### src/hw/rtl/box_blur_3x3_unit_macros.svh
// ----------------------------------------------------------------------------
// Box blur 3x3 assertion macros
// Shared property shorthands for the blur pipeline, clocked on clk and
// disabled while rst_n is low.
// ----------------------------------------------------------------------------
`ifndef BOX_BLUR_3X3_UNIT_MACROS_SVH
`define BOX_BLUR_3X3_UNIT_MACROS_SVH

// Consequence must hold in the same cycle as the antecedent.
`define BB3_ASSERT_NOW(lbl, ante, cons, msg) \
  lbl: assert property (@(posedge clk) disable iff (!rst_n) (ante) |-> (cons)) \
    else $error(msg);

// Consequence must hold in the cycle after the antecedent.
`define BB3_ASSERT_NEXT(lbl, ante, cons, msg) \
  lbl: assert property (@(posedge clk) disable iff (!rst_n) (ante) |=> (cons)) \
    else $error(msg);

`endif

### src/hw/rtl/bb3_pkg.sv
// ----------------------------------------------------------------------------
// Box blur 3x3 package
// Types and constants shared by the line stores, window and divider.
// ----------------------------------------------------------------------------
package bb3_pkg;

  // Line store geometry.
  localparam int MAX_WIDTH = 1024;
  localparam int COL_W     = $clog2(MAX_WIDTH);

  // Configuration register widths and reset values.
  localparam int CFG_IDX_W  = 2;
  localparam int CFG_DATA_W = 16;
  localparam int IMG_W_W    = 11;
  localparam int IMG_H_W    = 16;
  localparam logic [IMG_W_W-1:0] IMG_W_RESET = 11'd640;
  localparam logic [IMG_H_W-1:0] IMG_H_RESET = 16'd480;
  localparam int MIN_DIM = 3;

  // Register indexes on the configuration port.
  localparam logic [CFG_IDX_W-1:0] CFG_IMAGE_WIDTH  = 2'd0;
  localparam logic [CFG_IDX_W-1:0] CFG_IMAGE_HEIGHT = 2'd1;

  // Pixel and arithmetic widths.
  localparam int CHAN_W  = 8;
  localparam int PIX_W   = 3 * CHAN_W;
  localparam int SUM_W   = 12;
  localparam int WIN_TAPS = 6;

  // Reciprocal of nine in 0.16 fixed point; exact for sums up to 9 * 255.
  localparam int RECIP_SHIFT = 16;
  localparam int RECIP_9     = 7282;
  localparam int PROD_W      = SUM_W + 13;

  typedef logic [CHAN_W-1:0] chan_t;
  typedef logic [SUM_W-1:0]  sum_t;

  typedef struct packed {
    chan_t red;
    chan_t green;
    chan_t blue;
  } pixel_t;

  typedef struct packed {
    sum_t red;
    sum_t green;
    sum_t blue;
  } sums_t;

  // Per-pixel control carried from the position counters into the window.
  typedef struct packed {
    logic emit;
    logic frame_end;
  } stage_ctrl_t;

endpackage

### src/hw/rtl/bb3_div9.sv
// ----------------------------------------------------------------------------
// Box blur 3x3 divider and output register
// Divides each channel sum by nine through a reciprocal multiply and holds
// the result until the output transaction completes.
// ----------------------------------------------------------------------------
module bb3_div9 import bb3_pkg::*; (
  input  logic  clk,
  input  logic  rst_n,
  input  logic  load,
  input  sums_t sums,
  input  logic  frame_end,
  output logic  ready,
  output logic  out_valid,
  output chan_t out_red,
  output chan_t out_green,
  output chan_t out_blue,
  output logic  out_frame_end,
  input  logic  out_stall
);

  logic   out_valid_r;
  logic   out_valid_nxt;
  pixel_t res_r;
  pixel_t res_nxt;
  logic   frame_end_r;

  // Truncating divide by nine, exact over the range of a nine-sample sum.
  function automatic chan_t div9(input sum_t s);
    logic [PROD_W-1:0] prod;
    prod = PROD_W'(s) * PROD_W'(RECIP_9);
    return prod[RECIP_SHIFT +: CHAN_W];
  endfunction

  always_comb begin
    res_nxt.red   = div9(sums.red);
    res_nxt.green = div9(sums.green);
    res_nxt.blue  = div9(sums.blue);
  end

  // The register can take a new result when empty or being drained.
  assign ready = !out_valid_r || !out_stall;

  always_comb begin
    out_valid_nxt = out_valid_r;
    if (load) begin
      out_valid_nxt = 1'b1;
    end else if (out_valid_r && !out_stall) begin
      out_valid_nxt = 1'b0;
    end
  end

  always_ff @(posedge clk) begin
    if (!rst_n) begin
      out_valid_r <= 1'b0;
    end else begin
      out_valid_r <= out_valid_nxt;
    end
  end

  always_ff @(posedge clk) begin
    if (load) begin
      res_r       <= res_nxt;
      frame_end_r <= frame_end;
    end
  end

  assign out_valid     = out_valid_r;
  assign out_red       = res_r.red;
  assign out_green     = res_r.green;
  assign out_blue      = res_r.blue;
  assign out_frame_end = frame_end_r;

endmodule

### config.mk
export PLATFORM = sky130hd
export DESIGN_NAME = bb3_div9
export DESIGN_NICKNAME = d
export VERILOG_FILES = /design/src/hw/rtl/box_blur_3x3_unit_macros.svh /design/src/hw/rtl/bb3_pkg.sv /design/src/hw/rtl/bb3_div9.sv
export SDC_FILE = /design/constraint.sdc
export NUM_CORES = 1
export LEC_CHECK = 0
export BUFFER_PORTS_ARGS = -buffer_cell sky130_fd_sc_hd__buf_2
export CAP_MARGIN = 20
export CORE_MARGIN = 3
export CORE_UTILIZATION = 40
export DETAILED_ROUTE_END_ITERATION = 16
export GPL_TIMING_DRIVEN = 0
export PLACE_DENSITY_LB_ADDON = 0.12
export SLEW_MARGIN = 10
export SYNTH_ARGS = -nofsm -noshare
export SYNTH_HDL_FRONTEND = slang
export SYNTH_SLANG_ARGS = --single-unit
### constraint.sdc
create_clock -name clk -period 7.9 [get_ports clk]
set_input_delay 2.37 -clock clk [delete_from_list [all_inputs] [get_ports clk]]
set_output_delay 2.37 -clock clk [all_outputs]
set_load 0.03 [all_outputs]
**Word level (Yosys, flattened, before mapping)**

Cells that the tools add are included.
Widths: inputs -> output; s select.

- Bits in registers: 26
- Input port bits: 41
- Output and inout port bits: 27
- Logic and storage cells: 15

- Multiply operators: 3
- Mux-type cells: 2
- Reductions and logical operators: 5

Operator list:

| operator | count |
|---|---|
| $mul 12x12->23 const B | 3 |
| $logic_not 1->1 | 2 |
| $mux 1 | 2 |
| $reduce_bool 2->1 | 1 |
| $logic_and 1x1->1 | 1 |
| $logic_or 1x1->1 | 1 |

**Depth between registers and ports, before layout**

- Depth in word-level cells: 4
- Mapped depth: 19
- Depth with buffers taken out: 19

**Worst setup path before layout**

OpenSTA, ideal clock, no wires.

- Path kind: input -> register
- From: input port sums[31] (netlist bit)
- To: register res_r, in the netlist out_red[5], data pin
- Setup time: 259 ps
- Arrival: 6325 ps
- Required time: 7641 ps
- Slack: 1316 ps
- Stages on the path: 19
- Buffers on the path: 0
- Cell sequence: inv_1 fa_1 inv_1 ha_1 inv_1 fa_1 inv_1 fa_1 inv_1 fa_1 inv_1 ha_1 nand3_1 a21oi_1 a221o_1 a41o_1 a21o_1 a31oi_1 xnor2_1

RTL lines:

| element | line | RTL |
|---|---|---|
| start: declaration | bb3_div9.sv:10 | `input sums_t sums,` |
| end signal: assignment | bb3_div9.sv:62 | `res_r <= res_nxt;` |
| end: declaration | bb3_div9.sv:23 | `pixel_t res_r;` |

==> metrics.csv <==
stage,metric,value,unit
global_routing,grt_use_met1,20.5,%
timing,post-route-min-period,6.85,ns
worst_hold_path,hold_path_class,reg -> reg,
finish,mostFrequentLayoutCell,sky130_fd_sc_hd__ha_1,
power_and_ir_drop,p_clk_share,6.3,%
finish,multiInputGateArea,5270,sq um
timing,max_clock_freq,146,MHz
timing,timing_max_transition_violations_final,0,
drt,drtAntennaViolNets,0,
cts,cts_buffer_depth,2,
placement,port_buffers,67,
synth,synth-xor-area-share,4.83,%
critical_path,crit_path_end_kind,flop,
finish,drive_gt1_share,10.6,%
power_and_ir_drop,netSwitchingPower,1.19,mW
floorplan,initial_core_utilization,41.6,%
drt,post_route_wl,12800,microns
timing,finalClockSkew,0,ns
power_and_ir_drop,seqPwrFrac,12.9,%
floorplan,die_y,135,microns
synth,synth_cells,645,
synth,yosys_register_bits,26,
power_and_ir_drop,power_density_over_cell_area,326,nW/um^2
cts,cts_made_buffers,3,
critical_path,worstPathMaxFanout,3,
floorplan,floorplan.die_area,18300,sq um
finish,register_cell_area_after_layout,771,sq um
global_routing,grt_use_met3,1.52,%
cts,postCtsHoldBufs,0,
global_routing,grtUsageMet2,25.7,%
drt,wl_per_cell,13.8,microns
synth,synth.yosys.seq_area_share,11.5,%
floorplan,core.rowCount,46,
power_and_ir_drop,switching_share,49.2,%
timing,timing.final.hold_violations,0,
synth,synthMuxAreaShare,0,%
power_and_ir_drop,design_power_total,2.42,mW
critical_path,cp.required,7.92,ns
critical_path,crit_arrival,6.87,ns
global_routing,wire_length_of_the_first_global_routing_pass,22100,microns
timing,rsz0062_at_grt,false,
critical_path,timing_worst_setup_path_type,in -> reg,
finish,finish.utilization,46.0,%
drt,drc,0,
global_routing,grt_start_max_net_pins,27,
synth,postSynth.asyncResetShare,0,%
cts,clock_tree_sinks,26,
floorplan,total_core_area,16100,sq um
power_and_ir_drop,comb_power_share,80.9,%
finish,num-nets-final,1044,
timing,timing_worst_slew_pin_value,0.673,ns
cts,cts_tree,yes,
timing,share_of_the_clock_period_used_by_the_worst_path_after_layout,86.8,%
synth,ys_dominant_reg_cell,sky130_fd_sc_hd__edfxtp_1,
floorplan,top_level_ports,68,
synth,synth_compound_area_share,7.47,%
global_routing,groute.usage.overall,14.7,%
placement,place_hpwl,12100,microns
timing,finalSetupViolations,0,
global_routing,globalRoute.totalOverflow,0,
finish,area_growth_syn_to_layout,10.6,%
floorplan,fp.dieW,135,microns
timing,tns,0,ns
synth,yosys.area_share.simple,3.15,%
placement,gp_weighted_congestion,0.865,
cts,postCtsSetupBuffers,0,
drt,vias_per_cell,4.76,
cts,htree_levels,1,
global_routing,grt_pass1_vias,4792,
cts,cts.clk_slew.worst_paths,0.07,ns
finish,commonest_cells_after_routing_fill_and_taps_aside,"199 x sky130_fd_sc_hd__ha_1, 177 x sky130_fd_sc_hd__inv_1, 87 x sky130_fd_sc_hd__fa_1, 67 x sky130_fd_sc_hd__buf_2, 25 x sky130_fd_sc_hd__edfxtp_1",
global_routing,most_used_routing_layer,met2,
synth,synth_edf_count,25,
run,max-cap-violations,0,
power_and_ir_drop,power.static_leakage,4.18,nW
timing,slew_headroom,55.2,%
drt,num_vias,4436,
synth,ys_types,41,
synth,synthesis.area_per_instance,10.4,sq um
synth,post_synth_fa_ha_maj_area_fraction,63.1,%
finish,nFillCells,1565,
critical_path,cp-start-kind,input port,
placement,preCtsSetupSlack,0.722,ns
global_routing,antenna_violations_before_repair,0,
synth,synth_fp_nets,972,
drt,detail_route.first_pass.iterations,4,
timing,setup_ws,1.05,ns
cts,ctsRootBufferMaster,sky130_fd_sc_hd__clkbuf_16,
run_status,run_status,completed,
synth,syn_area,6700,sq um
synth,synth_top_family_by_area,adder cells,
cts,postCtsResizedCells,0,
power_and_ir_drop,p_int,1.23,mW
cts,insertion_delay,0.26,ns
synth,synthesis.yosys.warnings,0,
power_and_ir_drop,vdd.ir_drop.worst,0.205,mV
finish,antennaDiodeCount,0,
drt,drt_iter0_drc,93,
==> cell usage after synthesis (all sizes together) (2+ instances only) <==
cell type  count  area [sq um]
a2111oi        2          23.8
a211o          2          17.5
a21o          15           115
a21oi         20           100
and2           3          18.8
edfxtp        25           751
fa            87          1740
ha           199          2490
inv          177           664
nand2          8          30.0
nand3          8          40.0
nand4          2          12.5
nor2          14          52.6
nor2b          2          12.5
nor3           4          20.0
o211ai         3          22.5
o21a           3          22.5
o21ai         13          65.1
o21bai         2          15.0
o221ai         3          26.3
xnor2         24           210
xor2          13           114
==> sequential cells by signal, summed over array words and instances (netlist names) <==
name and count:
out_blue 8, out_frame_end 1, out_green 8, out_red 8, out_valid 1
==> power groups by stage <==
stage	clock network, mW	logic [mW]	registers [mW]
after global placement	0	1.95	0.317
after floorplan	0	1.37	0.441
after global routing	0.163	2.25	0.316
after CTS	0.156	1.99	0.314
after detailed placement	0	1.98	0.315
final	0.151	1.95	0.311
==> final cells by class <==
class | instances | share of cell area [%]
multi-input combinational | 442 | 71.1
inverter | 177 | 8.96
sequential | 26 | 10.4
clock buffer | 3 | 1.01
timing repair buffer | 67 | 4.52
clock inverter | 1 | 0.405
tap | 216 | 3.65
==> worst max-delay path, cell delays in order <==
cell and delay, ns:
sky130_fd_sc_hd__buf_2 0.12, sky130_fd_sc_hd__inv_1 0.09, sky130_fd_sc_hd__fa_1 0.56, sky130_fd_sc_hd__inv_1 0.04, sky130_fd_sc_hd__ha_1 0.34, sky130_fd_sc_hd__ha_1 0.30, sky130_fd_sc_hd__inv_1 0.05, sky130_fd_sc_hd__fa_1 0.51
sky130_fd_sc_hd__fa_1 0.54, sky130_fd_sc_hd__inv_1 0.05, sky130_fd_sc_hd__ha_1 0.29, sky130_fd_sc_hd__and3_1 0.15, sky130_fd_sc_hd__a221oi_1 0.62, sky130_fd_sc_hd__o21ai_0 0.31, sky130_fd_sc_hd__a21oi_1 0.29, sky130_fd_sc_hd__o21bai_1 0.10
sky130_fd_sc_hd__xor2_1 0.14
==> layer usage <==
metal | part of all wire, % | vias up
met5 | 0 | -
met4 | 0.52 | 0
met3 | 2.5 | 8
met2 | 49 | 64
met1 | 48 | 2113
li1 | - | 2251
==> stage by stage <==
step                      cell area (sq um)  hold WS (ns)  cells
after floorplan                        6700         0.649    645
after global placement                 7310         0.507    928
after detailed placement               7310         0.542    928
after CTS                              7410         0.557    932
after global routing                   7410         0.579    932
final                                  7410         0.549    932
==> logic make-up after synthesis <==
logic type | Yosys count
compound gates | 74
simple gates | 45
fa+ha+maj | 286
buf+inv | 177
xor+xnor | 37
flops | 26
==> final timing paths <==
check,slack (ns),from,end,cells past startpoint
min reg2reg,0.55,out_valid,out_valid,2
max,1.05,sums[5],out_blue[3],17
max reg2reg,7.28,out_valid,out_valid,2
min,0.55,out_valid,out_valid,2
No activity file was read; power rests on OpenSTA's default activity.
