--- src/hw/rtl/box_blur_3x3_unit_macros.svh ---
// ----------------------------------------------------------------------------
// Box blur 3x3 assertion macros
// Shared property shorthands for the blur pipeline, clocked on clk and
// disabled while rst_n is low.
// ----------------------------------------------------------------------------
`ifndef BOX_BLUR_3X3_UNIT_MACROS_SVH
`define BOX_BLUR_3X3_UNIT_MACROS_SVH

// Consequence must hold in the same cycle as the antecedent.
`define BB3_ASSERT_NOW(lbl, ante, cons, msg) \
  lbl: assert property (@(posedge clk) disable iff (!rst_n) (ante) |-> (cons)) \
    else $error(msg);

// Consequence must hold in the cycle after the antecedent.
`define BB3_ASSERT_NEXT(lbl, ante, cons, msg) \
  lbl: assert property (@(posedge clk) disable iff (!rst_n) (ante) |=> (cons)) \
    else $error(msg);

`endif

--- src/hw/rtl/bb3_pkg.sv ---
// ----------------------------------------------------------------------------
// Box blur 3x3 package
// Types and constants shared by the line stores, window and divider.
// ----------------------------------------------------------------------------
package bb3_pkg;

  // Line store geometry.
  localparam int MAX_WIDTH = 1024;
  localparam int COL_W     = $clog2(MAX_WIDTH);

  // Configuration register widths and reset values.
  localparam int CFG_IDX_W  = 2;
  localparam int CFG_DATA_W = 16;
  localparam int IMG_W_W    = 11;
  localparam int IMG_H_W    = 16;
  localparam logic [IMG_W_W-1:0] IMG_W_RESET = 11'd640;
  localparam logic [IMG_H_W-1:0] IMG_H_RESET = 16'd480;
  localparam int MIN_DIM = 3;

  // Register indexes on the configuration port.
  localparam logic [CFG_IDX_W-1:0] CFG_IMAGE_WIDTH  = 2'd0;
  localparam logic [CFG_IDX_W-1:0] CFG_IMAGE_HEIGHT = 2'd1;

  // Pixel and arithmetic widths.
  localparam int CHAN_W  = 8;
  localparam int PIX_W   = 3 * CHAN_W;
  localparam int SUM_W   = 12;
  localparam int WIN_TAPS = 6;

  // Reciprocal of nine in 0.16 fixed point; exact for sums up to 9 * 255.
  localparam int RECIP_SHIFT = 16;
  localparam int RECIP_9     = 7282;
  localparam int PROD_W      = SUM_W + 13;

  typedef logic [CHAN_W-1:0] chan_t;
  typedef logic [SUM_W-1:0]  sum_t;

  typedef struct packed {
    chan_t red;
    chan_t green;
    chan_t blue;
  } pixel_t;

  typedef struct packed {
    sum_t red;
    sum_t green;
    sum_t blue;
  } sums_t;

  // Per-pixel control carried from the position counters into the window.
  typedef struct packed {
    logic emit;
    logic frame_end;
  } stage_ctrl_t;

endpackage

--- src/hw/rtl/bb3_window.sv ---
// ----------------------------------------------------------------------------
// Box blur 3x3 window
// Holds the two previous window columns and registers the per-channel sums
// of the nine neighbors.
// ----------------------------------------------------------------------------
module bb3_window import bb3_pkg::*; (
  input  logic        clk,
  input  logic        rst_n,
  input  logic        shift_en,
  input  logic        take,
  input  pixel_t      cur_px,
  input  pixel_t      top_px,
  input  pixel_t      mid_px,
  input  stage_ctrl_t ctrl,
  output logic        b_valid,
  output sums_t       sums,
  output logic        b_frame_end
);

  pixel_t win_r [WIN_TAPS];
  logic   b_valid_r;
  logic   b_valid_nxt;
  sums_t  sums_r;
  sums_t  sums_nxt;
  logic   frame_end_r;

  // Adder tree over the nine samples of one channel.
  function automatic sum_t add9(input chan_t v0, input chan_t v1, input chan_t v2,
                                input chan_t v3, input chan_t v4, input chan_t v5,
                                input chan_t v6, input chan_t v7, input chan_t v8);
    sum_t s01, s23, s45, s67;
    s01 = SUM_W'(v0) + SUM_W'(v1);
    s23 = SUM_W'(v2) + SUM_W'(v3);
    s45 = SUM_W'(v4) + SUM_W'(v5);
    s67 = SUM_W'(v6) + SUM_W'(v7);
    return ((s01 + s23) + (s45 + s67)) + SUM_W'(v8);
  endfunction

  always_comb begin
    sums_nxt.red   = add9(win_r[0].red, win_r[1].red, win_r[2].red, win_r[3].red,
                          win_r[4].red, win_r[5].red, top_px.red, mid_px.red,
                          cur_px.red);
    sums_nxt.green = add9(win_r[0].green, win_r[1].green, win_r[2].green,
                          win_r[3].green, win_r[4].green, win_r[5].green,
                          top_px.green, mid_px.green, cur_px.green);
    sums_nxt.blue  = add9(win_r[0].blue, win_r[1].blue, win_r[2].blue,
                          win_r[3].blue, win_r[4].blue, win_r[5].blue,
                          top_px.blue, mid_px.blue, cur_px.blue);
  end

  // Column shift: taps 0..2 are two columns back, 3..5 one column back.
  always_ff @(posedge clk) begin
    if (!rst_n) begin
      for (int i = 0; i < WIN_TAPS; i++) begin
        win_r[i] <= '0;
      end
    end else if (shift_en) begin
      win_r[0] <= win_r[3];
      win_r[1] <= win_r[4];
      win_r[2] <= win_r[5];
      win_r[3] <= top_px;
      win_r[4] <= mid_px;
      win_r[5] <= cur_px;
    end
  end

  // Sum stage occupancy.
  always_comb begin
    b_valid_nxt = b_valid_r;
    if (shift_en) begin
      b_valid_nxt = ctrl.emit;
    end else if (take) begin
      b_valid_nxt = 1'b0;
    end
  end

  always_ff @(posedge clk) begin
    if (!rst_n) begin
      b_valid_r <= 1'b0;
    end else begin
      b_valid_r <= b_valid_nxt;
    end
  end

  // Sum payload, loaded only for interior pixels.
  always_ff @(posedge clk) begin
    if (shift_en && ctrl.emit) begin
      sums_r      <= sums_nxt;
      frame_end_r <= ctrl.frame_end;
    end
  end

  assign b_valid     = b_valid_r;
  assign sums        = sums_r;
  assign b_frame_end = frame_end_r;

endmodule

--- config.mk ---
export PLATFORM = sky130hd
export DESIGN_NAME = bb3_window
export DESIGN_NICKNAME = d
export VERILOG_FILES = /design/src/hw/rtl/box_blur_3x3_unit_macros.svh /design/src/hw/rtl/bb3_pkg.sv /design/src/hw/rtl/bb3_window.sv
export SDC_FILE = /design/constraint.sdc
export NUM_CORES = 1
export LEC_CHECK = 0
export ABC_CLOCK_PERIOD_IN_PS = 14800
export BUFFER_PORTS_ARGS = -buffer_cell sky130_fd_sc_hd__buf_2
export CAP_MARGIN = 20
export CORE_MARGIN = 4
export CORE_UTILIZATION = 60
export CTS_BUF_LIST = sky130_fd_sc_hd__clkbuf_4
export CTS_CLUSTER_SIZE = 20
export DETAILED_ROUTE_END_ITERATION = 10
export GPL_ROUTABILITY_DRIVEN = 0
export HOLD_SLACK_MARGIN = 0.15
export PLACE_DENSITY_LB_ADDON = 0.08
export RECOVER_POWER = 50
export SKIP_CTS_REPAIR_TIMING = 1
export SYNTH_ARGS = -nofsm -noshare
export SYNTH_HDL_FRONTEND = slang
export SYNTH_SLANG_ARGS = --single-unit
--- constraint.sdc ---
create_clock -name clk -period 14.8 [get_ports clk]
set_input_delay 2.22 -clock clk [delete_from_list [all_inputs] [get_ports clk]]
set_output_delay 2.22 -clock clk [all_outputs]
set_load 0.02 [all_outputs]
* Word level (Yosys, flattened, before mapping)
Memory sizes are Yosys's and may differ from the RTL's.
Index checks and enable logic that the tools add are counted.
** Operators by class
- $add $sub $neg :: 24
- Reduce and logical (&&, ||, !) cells :: 2
- Bitwise gates (word level) :: 6
- Mux-type cells :: 12
** Operator list (count)
- $mux W24 :: 6
- $add A8 B8 Y9 :: 12
- $add A9 B9 Y10 :: 6
- $add A11 B8 Y12 :: 3
- $add A10 B10 Y11 :: 3
- $mux W1 :: 6
- $or A1 B1 Y1 :: 6
- $reduce_bool A2 Y1 :: 1
- $logic_and A1 B1 Y1 :: 1
** Word-level totals
- Word-level logic and storage cells :: 50
- Memory bits (writable) :: 144
- Output and inout port bits :: 38
- Input bits :: 78
- Register bits after elaboration :: 38
- Memories kept :: 1
** Memories
- win_r :: words 6, bits a word 24, read ports 6, clocked after memory_dff 0, wr ports 6, RTL line bb3_window.sv:20 : pixel_t win_r [WIN_TAPS];

* Depth between registers and ports, before layout
Gate-level depths: netlist of run 1.
- Depth after elaboration :: 4
- Depth in mapped cells :: 16
- Gate-level depth less buffers :: 16

* Worst setup path before layout of run 1
OpenSTA, ideal clock, no wires.
- Path kind :: input port to flip-flop
- Start point :: in shift_en
- End point :: mem win_r[0][0] (netlist name) (enable)
- Required time :: 14.271 ns
- Path buffers :: 1
- Path slack :: 8.317 ns
- Library setup time :: 0.529 ns
- Data arrival time :: 5.954 ns
- Stages :: 2
- Path through :: clkbuf_1 nand2b_1
** RTL lines
- start: declaration :: RTL line bb3_window.sv:9 : input logic shift_en,
- end: declaration :: RTL line bb3_window.sv:20

==> results.md, run 1 <==
* Crit. End Element: register
* PD cells at 191 nW/µm²
* Non-filler cells, final at 1,293
* Number of buffers created by CTS at 17
* Hold/Removal Path Class: reg2reg
* TritonRoute pass-1 iters at 6
* Overall global routing resource usage at 0.185
* Largest stage delay on the critical path at 2.82 ns
* Boundary pin count at 116
* Net switching fraction of the power at 0.401
* Share of layout cells above drive strength 1 at 0.139
* Via density per instance at 4.97
* Sinks on the clock net at 182
* Violations in the final reports: max-capacitance violations, max-slew violations
* Leading register cell type out of synthesis: edfxtp_1
* Clock root buffer: clkbuf_4
* Standard cell area after detailed placement at 12,600 µm²
* Remaining max-slew budget at the tightest pin at -1.76
* Area share of the leading cell type in the synthesized netlist at 0.461
* Async set or reset register ratio after synthesis at 0
* Cell-internal power at 1.47 mW
* Sequential Area at 5460 µm²
* Floorplan die height at 148 µm
* Most frequent cell on the critical path: clkbuf_1
* First-pass GRT wire length at 31,900 µm
* Nets in the synthesized netlist at 1,187
* CTS tree: built
* Row count at 51
* Worst supply voltage drop on vdd at 0.235 mV
* Initial antenna violation count at 1
* Max-cap viol count at 4
* Sequential power share at 0.311
* Count leader, synth: inv_1
* Residual DRC at 0
* Estimated wirelength of the detail-placed design at 13,700 µm
* Final instance area at 12,900 µm²
* Net switching power at 987 µW
* Setup repair after global routing missed its margin: false
* Sequential cell area fraction in the yosys report at 0.462
* Max Fanout on Critical Path at 119
* Post-synthesis sequential element count at 182
* Max frequency at 166 MHz
* Worst hold margin at 0.628 ns
* Routed wire length at 18,500 µm
* Post-synthesis instance area at 11,800 µm²
* Slew Viols, Final at 359
* Initial DRC Count at 319
* Power share of the clock group at 0.115
* Drt wl/cell at 14.3 µm
* Required time reported for the critical path endpoint at 15.22 ns
* Startpoint-to-endpoint class of the critical path: in2reg
* Element type at the critical path start: input pin
* Worst-Margin Slew at 4.14 ns
* Ordered cell list for the critical path: clkbuf_1 -> clkbuf_1 -> clkbuf_1 -> and3_1
* Hold Vio Cnt, Final at 0
* Die extent in x at 148 µm
* Number of cells produced by synthesis at 908
* WP data arrival at 6.44 ns
* Status: finished, violations left
* Biggest area consumer among synthesized cells: edfxtp_1
* Pin count of the biggest net entering global routing at 142
* Area of the die at 22,000 µm²
* Number of nets with antenna violations after routing at 0
* Master of the slowest instance on the critical path: clkbuf_1
* Final cycle utilization of the critical path at 0.407
* Total setup violations reported at the end of the flow at 0
* Multi-input logic area at 5310 µm²
* Core Footprint at 19,400 µm²
* Mean instance size in the synthesized netlist at 13.0 µm²
* Clock latency on the worst-skew pair at 0.56 ns
* Post-layout min period at 6.03 ns
* Clock transition at the registers of the reported paths at 0.14 ns
* Area growth from synthesis to layout at 9.23%
* Leakage power figure at 6.42 nW
* Count of flip-flops with a built-in enable after synthesis at 181
* Buffers on Ports at 115
* H-tree depth at 4
* Initial core utilization at 0.608
* Number of distinct library cell variants in the gate-level netlist after synthesis at 32
* Setup skew after layout at 0.0181 ns
* Post-synth top cells: 244 x inv_1, 181 x edfxtp_1, 162 x fa_1
* Number of fill cells in the layout at 1,500
* Number of global-route vias before repair at 6,718
* Longest Clk Path Bufs at 2
* Fin Setup TNS at 0 ns
* Largest cells by area after synthesis: edfxtp_1 46%, fa_1 27%, inv_1 7.8%, and3_1 7.7%, ha_1 4.1%
* Fraction of power consumed by combinational cells at 0.574
* Via count at 6,425
* Total overflow reported by the global router at 0
* Nets at 1,293
* Number of synthesis warnings at 0
* Number of placed instances with taps included at 1,259
-- layout by cell type, fill, tap and decap left out, drive strengths merged --
master | Yosys | layout
inv | 244 | 247
edfxtp | 181 | 181
fa | 162 | 162
and3 | 145 | 145
buf | 0 | 112
ha | 39 | 39
clkbuf | 32 | 24
xnor2 | 17 | 17
nor2 | 15 | 15
a21oi | 12 | 12
nand2 | 9 | 9
clkinv | 0 | 8
o21ai | 6 | 6
nor2b | 5 | 5
o211ai | 4 | 4
a31oi | 4 | 4
o21bai | 4 | 4
xor2 | 4 | 4
nand3 | 4 | 4
a211oi | 3 | 3
a21o | 3 | 3
o21a | 3 | 3
nor3 | 3 | 3
bufinv | 0 | 3
o2111ai | 2 | 2
diode | 0 | 1
and2 | 1 | 1
o41a | 1 | 1
or2 | 1 | 1
o41ai | 1 | 1
nand2b | 1 | 1
nor3b | 1 | 1
dfxtp | 1 | 1
clkinvlp | 0 | 1
-- metrics by stage --
step                setup slack, ns   util  power [mW]
floorplan                      8.32      -        1.90
global placement               8.76  0.651        2.16
detailed placement             8.62  0.651        2.18
CTS                            9.34  0.666        2.49
global route                   8.30  0.665        2.73
finish                         8.77  0.665        2.46
-- worst max-delay path: cells and delay by family --
family        cells  cell delay [ns]
buf+inv           3             3.68
simple gates      1             0.46
-- layer usage --
layer | global-route usage | up-vias | share of wire
met5 | 0 | - | 0
met4 | 0.0471 | 0 | 0.010
met3 | 0.0369 | 15 | 0.038
met2 | 0.288 | 108 | 0.49
met1 | 0.274 | 3190 | 0.47
li1 | - | 3112 | -
-- path summary, 6_finish.rpt --
kind         slack [ns]                          to  depth (start not counted)                         from
max                8.77  win_r[0][88]$_SDFFCE_PN0P_                          4                        rst_n
min reg2reg        0.63  win_r[0][49]$_SDFFCE_PN0P_                          1  win_r[0][121]$_SDFFCE_PN0P_
max reg2reg       10.54          sums[10]$_DFFE_PP_                         12   win_r[0][74]$_SDFFCE_PN0P_
min                0.63  win_r[0][49]$_SDFFCE_PN0P_                          1  win_r[0][121]$_SDFFCE_PN0P_
-- logic make-up (layout without fill, tap and decap cells) --
family | count (synthesis) | in the layout | share of synthesized area
fa+ha+maj | 201 | 201 | 0.316
xor+xnor | 21 | 21 | 0.0156
other cells | 0 | 1 | 0
simple gates | 185 | 185 | 0.0934
flops | 182 | 182 | 0.462
buf+inv | 276 | 395 | 0.0878
compound gates | 43 | 43 | 0.0249
-- power by group through the flow --
| stage | logic, mW | clock network [mW] | registers (mW) |
|---|---|---|---|
| after floorplan | 1.06 | 0 | 0.835 |
| after global placement | 1.39 | 0 | 0.774 |
| after detailed placement | 1.41 | 0 | 0.775 |
| after CTS | 1.43 | 0.292 | 0.764 |
| after global routing | 1.64 | 0.316 | 0.773 |
| final | 1.41 | 0.283 | 0.764 |
-- layout make-up --
type	count	area share
diodes	1	0.000194
clock buffers	17	0.00990
clock inverters	15	0.0123
inverters	244	0.0710
multi-input cells	450	0.412
flip-flops and latches	182	0.423
well taps	265	0.0257
repair buffers	119	0.0457
-- registers in the layout, summed over array words and instances (netlist names) --
signal / cells
b_valid: 1
b_frame_end: 1
sums: 36
win_r: 144
No activity file was read; power rests on OpenSTA's default activity.
==> inputs of run 2 (changes only) <==
Settings changed: ABC_CLOCK_PERIOD_IN_PS 14800 to 6000.
Clock period 14.8 ns to 6 ns, I/O delays scaled along.
==> run 2 against run 1 <==
Net effect:
- the flow still finishes with violations (max-capacitance violations, max-slew violations)
- combinational power is 150% higher
- sequential cell count did not move
- register-to-register slack got worse by 8.8 ns
- sequential share of layout area increased by 0.099 points
- first-iteration DRC count is 7.8% lower
- via count shrank 0.19%
- final area fell by 0.23%
- cell count grew 0.15%
- critical endpoint is now win_r[0][33]$_SDFFCE_PN0P_
- largest cell class unchanged
- largest power group unchanged
==> results.md, run 2 (synthesis gave the netlist of run 1 again) <==
* Max-cap viol count at 4 (unchanged)
* Clock root buffer: clkbuf_4
* Number of global-route vias before repair at 6,894 (+2.6%)
* Initial antenna violation count at 3 (+2)
* Routed wire length at 18,600 µm (about the same)
* Total overflow reported by the global router at 0 (unchanged)
* Drt wl/cell at 14.3 µm (about the same)
* TritonRoute pass-1 iters at 4 (-2)
* Core Footprint at 19,400 µm² (unchanged)
* Cell-internal power at 3.55 mW (+140%)
* Via count at 6,413 (-0.19%)
* Most frequent cell on the critical path: clkbuf_1
* Residual DRC at 0 (unchanged)
* Element type at the critical path start: input pin
* Hold Vio Cnt, Final at 0 (unchanged)
* Fraction of power consumed by combinational cells at 0.582 (+0.008)
* Hold/Removal Path Class: in2reg
* Sequential power share at 0.315 (+0.004)
* Max Fanout on Critical Path at 135 (+13%)
* Net switching power at 2.44 mW (+150%)
* Number of placed instances with taps included at 1,260 (+0.079%)
* Via density per instance at 4.95 (-0.34%)
* H-tree depth at 4 (unchanged)
* Worst-Margin Slew at 4.41 ns (+0.268 ns)
* Overall global routing resource usage at 0.187 (+0.00162)
* Final cycle utilization of the critical path at 0.762
* Area of the die at 22,000 µm² (unchanged)
* Largest stage delay on the critical path at 3.11 ns (+0.29 ns)
* Startpoint-to-endpoint class of the critical path: in2reg
* PD cells at 466 nW/µm² (+140%)
* Leakage power figure at 6.41 nW (-0.18%)
* Max frequency at 219 MHz
* Top library cells by usage in the layout, fill and taps aside: 244 x inv_1, 181 x edfxtp_1, 162 x fa_1
* Pin count of the biggest net entering global routing at 136 (-4.2%)
* Worst supply voltage drop on vdd at 0.622 mV (+160%)
* Max FFs per register at 144 (unchanged)
* Area growth from synthesis to layout at 8.98%
* Number of buffers created by CTS at 17 (unchanged)
* Sinks on the clock net at 182 (unchanged)
* Power share of the clock group at 0.104 (-0.011)
* Master of the slowest instance on the critical path: clkbuf_1
* Die extent in x at 148 µm (unchanged)
* Number of nets with antenna violations after routing at 0 (unchanged)
* Floorplan die height at 148 µm (unchanged)
* Row count at 51 (unchanged)
* Total setup violations reported at the end of the flow at 0 (unchanged)
* Fin Setup TNS at 0 ns (unchanged)
* Boundary pin count at 116 (unchanged)
* Clock latency on the worst-skew pair at 0.56 ns (about the same)
* Ordered cell list for the critical path: clkbuf_1 -> clkbuf_1 -> and3_1
* Register name with the most flops: win_r
* Setup repair after global routing missed its margin: false
* Required time reported for the critical path endpoint at 6.40 ns (-8.82 ns)
* Initial DRC Count at 294 (-7.8%)
* Status: finished, violations left
* Post-layout min period at 4.57 ns
* CTS tree: built
* Setup skew after layout at 0.0198 ns (+0.00164 ns)
* Violations in the final reports: max-capacitance violations, max-slew violations
* Buffers on Ports at 115 (unchanged)
* Remaining max-slew budget at the tightest pin at -1.94 (-0.179)
* Net switching fraction of the power at 0.407 (+0.00597)
* Non-filler cells, final at 1,295 (+0.15%)
* Crit. End Element: register
* Share of layout cells above drive strength 1 at 0.144 (+0.00487)
* Leading cell type in the layout, fill and taps excluded: inv_1
* Initial core utilization at 0.608 (unchanged)
* WP data arrival at 4.97 ns (-1.47 ns)
* Worst hold margin at 0.500 ns (-0.127 ns)
* Slew Viols, Final at 385 (+7.2%)
* Clock transition at the registers of the reported paths at 0.15 ns (about the same)
* Estimated wirelength of the detail-placed design at 13,900 µm (+1.3%)
* Number of fill cells in the layout at 1,502 (+0.13%)
* Longest Clk Path Bufs at 2 (unchanged)
* First-pass GRT wire length at 32,300 µm (+1.3%)
* Nets at 1,293 (unchanged)
[run 2: worst paths after layout]
path | slack (ns) | startpoint | endpoint | cells after the start
worst max-delay path | 1.43 | rst_n | win_r[0][33]$_SDFFCE_PN0P_ | 3
worst min-delay path | 0.50 | ctrl[0] | b_frame_end$_DFFE_PP_ | 1
worst max register to register | 1.76 | win_r[0][74]$_SDFFCE_PN0P_ | sums[10]$_DFFE_PP_ | 12
worst min register to register | 0.63 | win_r[0][96]$_SDFFCE_PN0P_ | win_r[0][24]$_SDFFCE_PN0P_ | 1
[run 2: layout make-up]
cell class / instances / area [µm²] / share of cell area
Sequential cell: 182 / 5460 / 0.424
Multi-Input combinational cell: 450 / 5310 / 0.413
Inverter: 244 / 916 / 0.0712
Timing Repair Buffer: 119 / 596 / 0.0463
Tap cell: 265 / 332 / 0.0258
Clock buffer: 18 / 135 / 0.0105
Clock inverter: 14 / 110 / 0.00856
Antenna cell: 3 / 7.51 / 0.000584
[run 2: layer usage]
metal	wire, µm	track usage	vias to the layer above
met3	596	0.0305	20
met2	9110	0.301	105
met5	0	0	-
li1	-	-	3115
met1	8550	0.269	3173
met4	306	0.0536	0
[run 2: power groups by stage]
stage | Sequential, mW | Combinational [mW] | Clock, mW
2_1_floorplan | 2.06 | 2.62 | 0
3_3_place_gp | 1.91 | 3.42 | 0
3_5_place_dp | 1.91 | 3.48 | 0
4_1_cts | 1.88 | 3.54 | 0.644
5_1_grt | 1.91 | 4.04 | 0.697
6_report | 1.89 | 3.48 | 0.621
[run 2: per-stage QoR]
stage                     instance area [µm²]  worst slack [ns]   util  total power [mW]
after global routing                    12900             0.900  0.663              6.65
final                                   12900              1.43  0.663              5.99
after CTS                               12900              1.74  0.664              6.07
after global placement                  12600              1.28  0.651              5.33
after floorplan                         11800             0.837      -              4.68
after detailed placement                12600              1.15  0.651              5.40
[run 2: critical path, delay by kind of cell]
family	cells	cell delay, ns
buffers and inverters	2	3.46
and+or+nand+nor	1	0.50
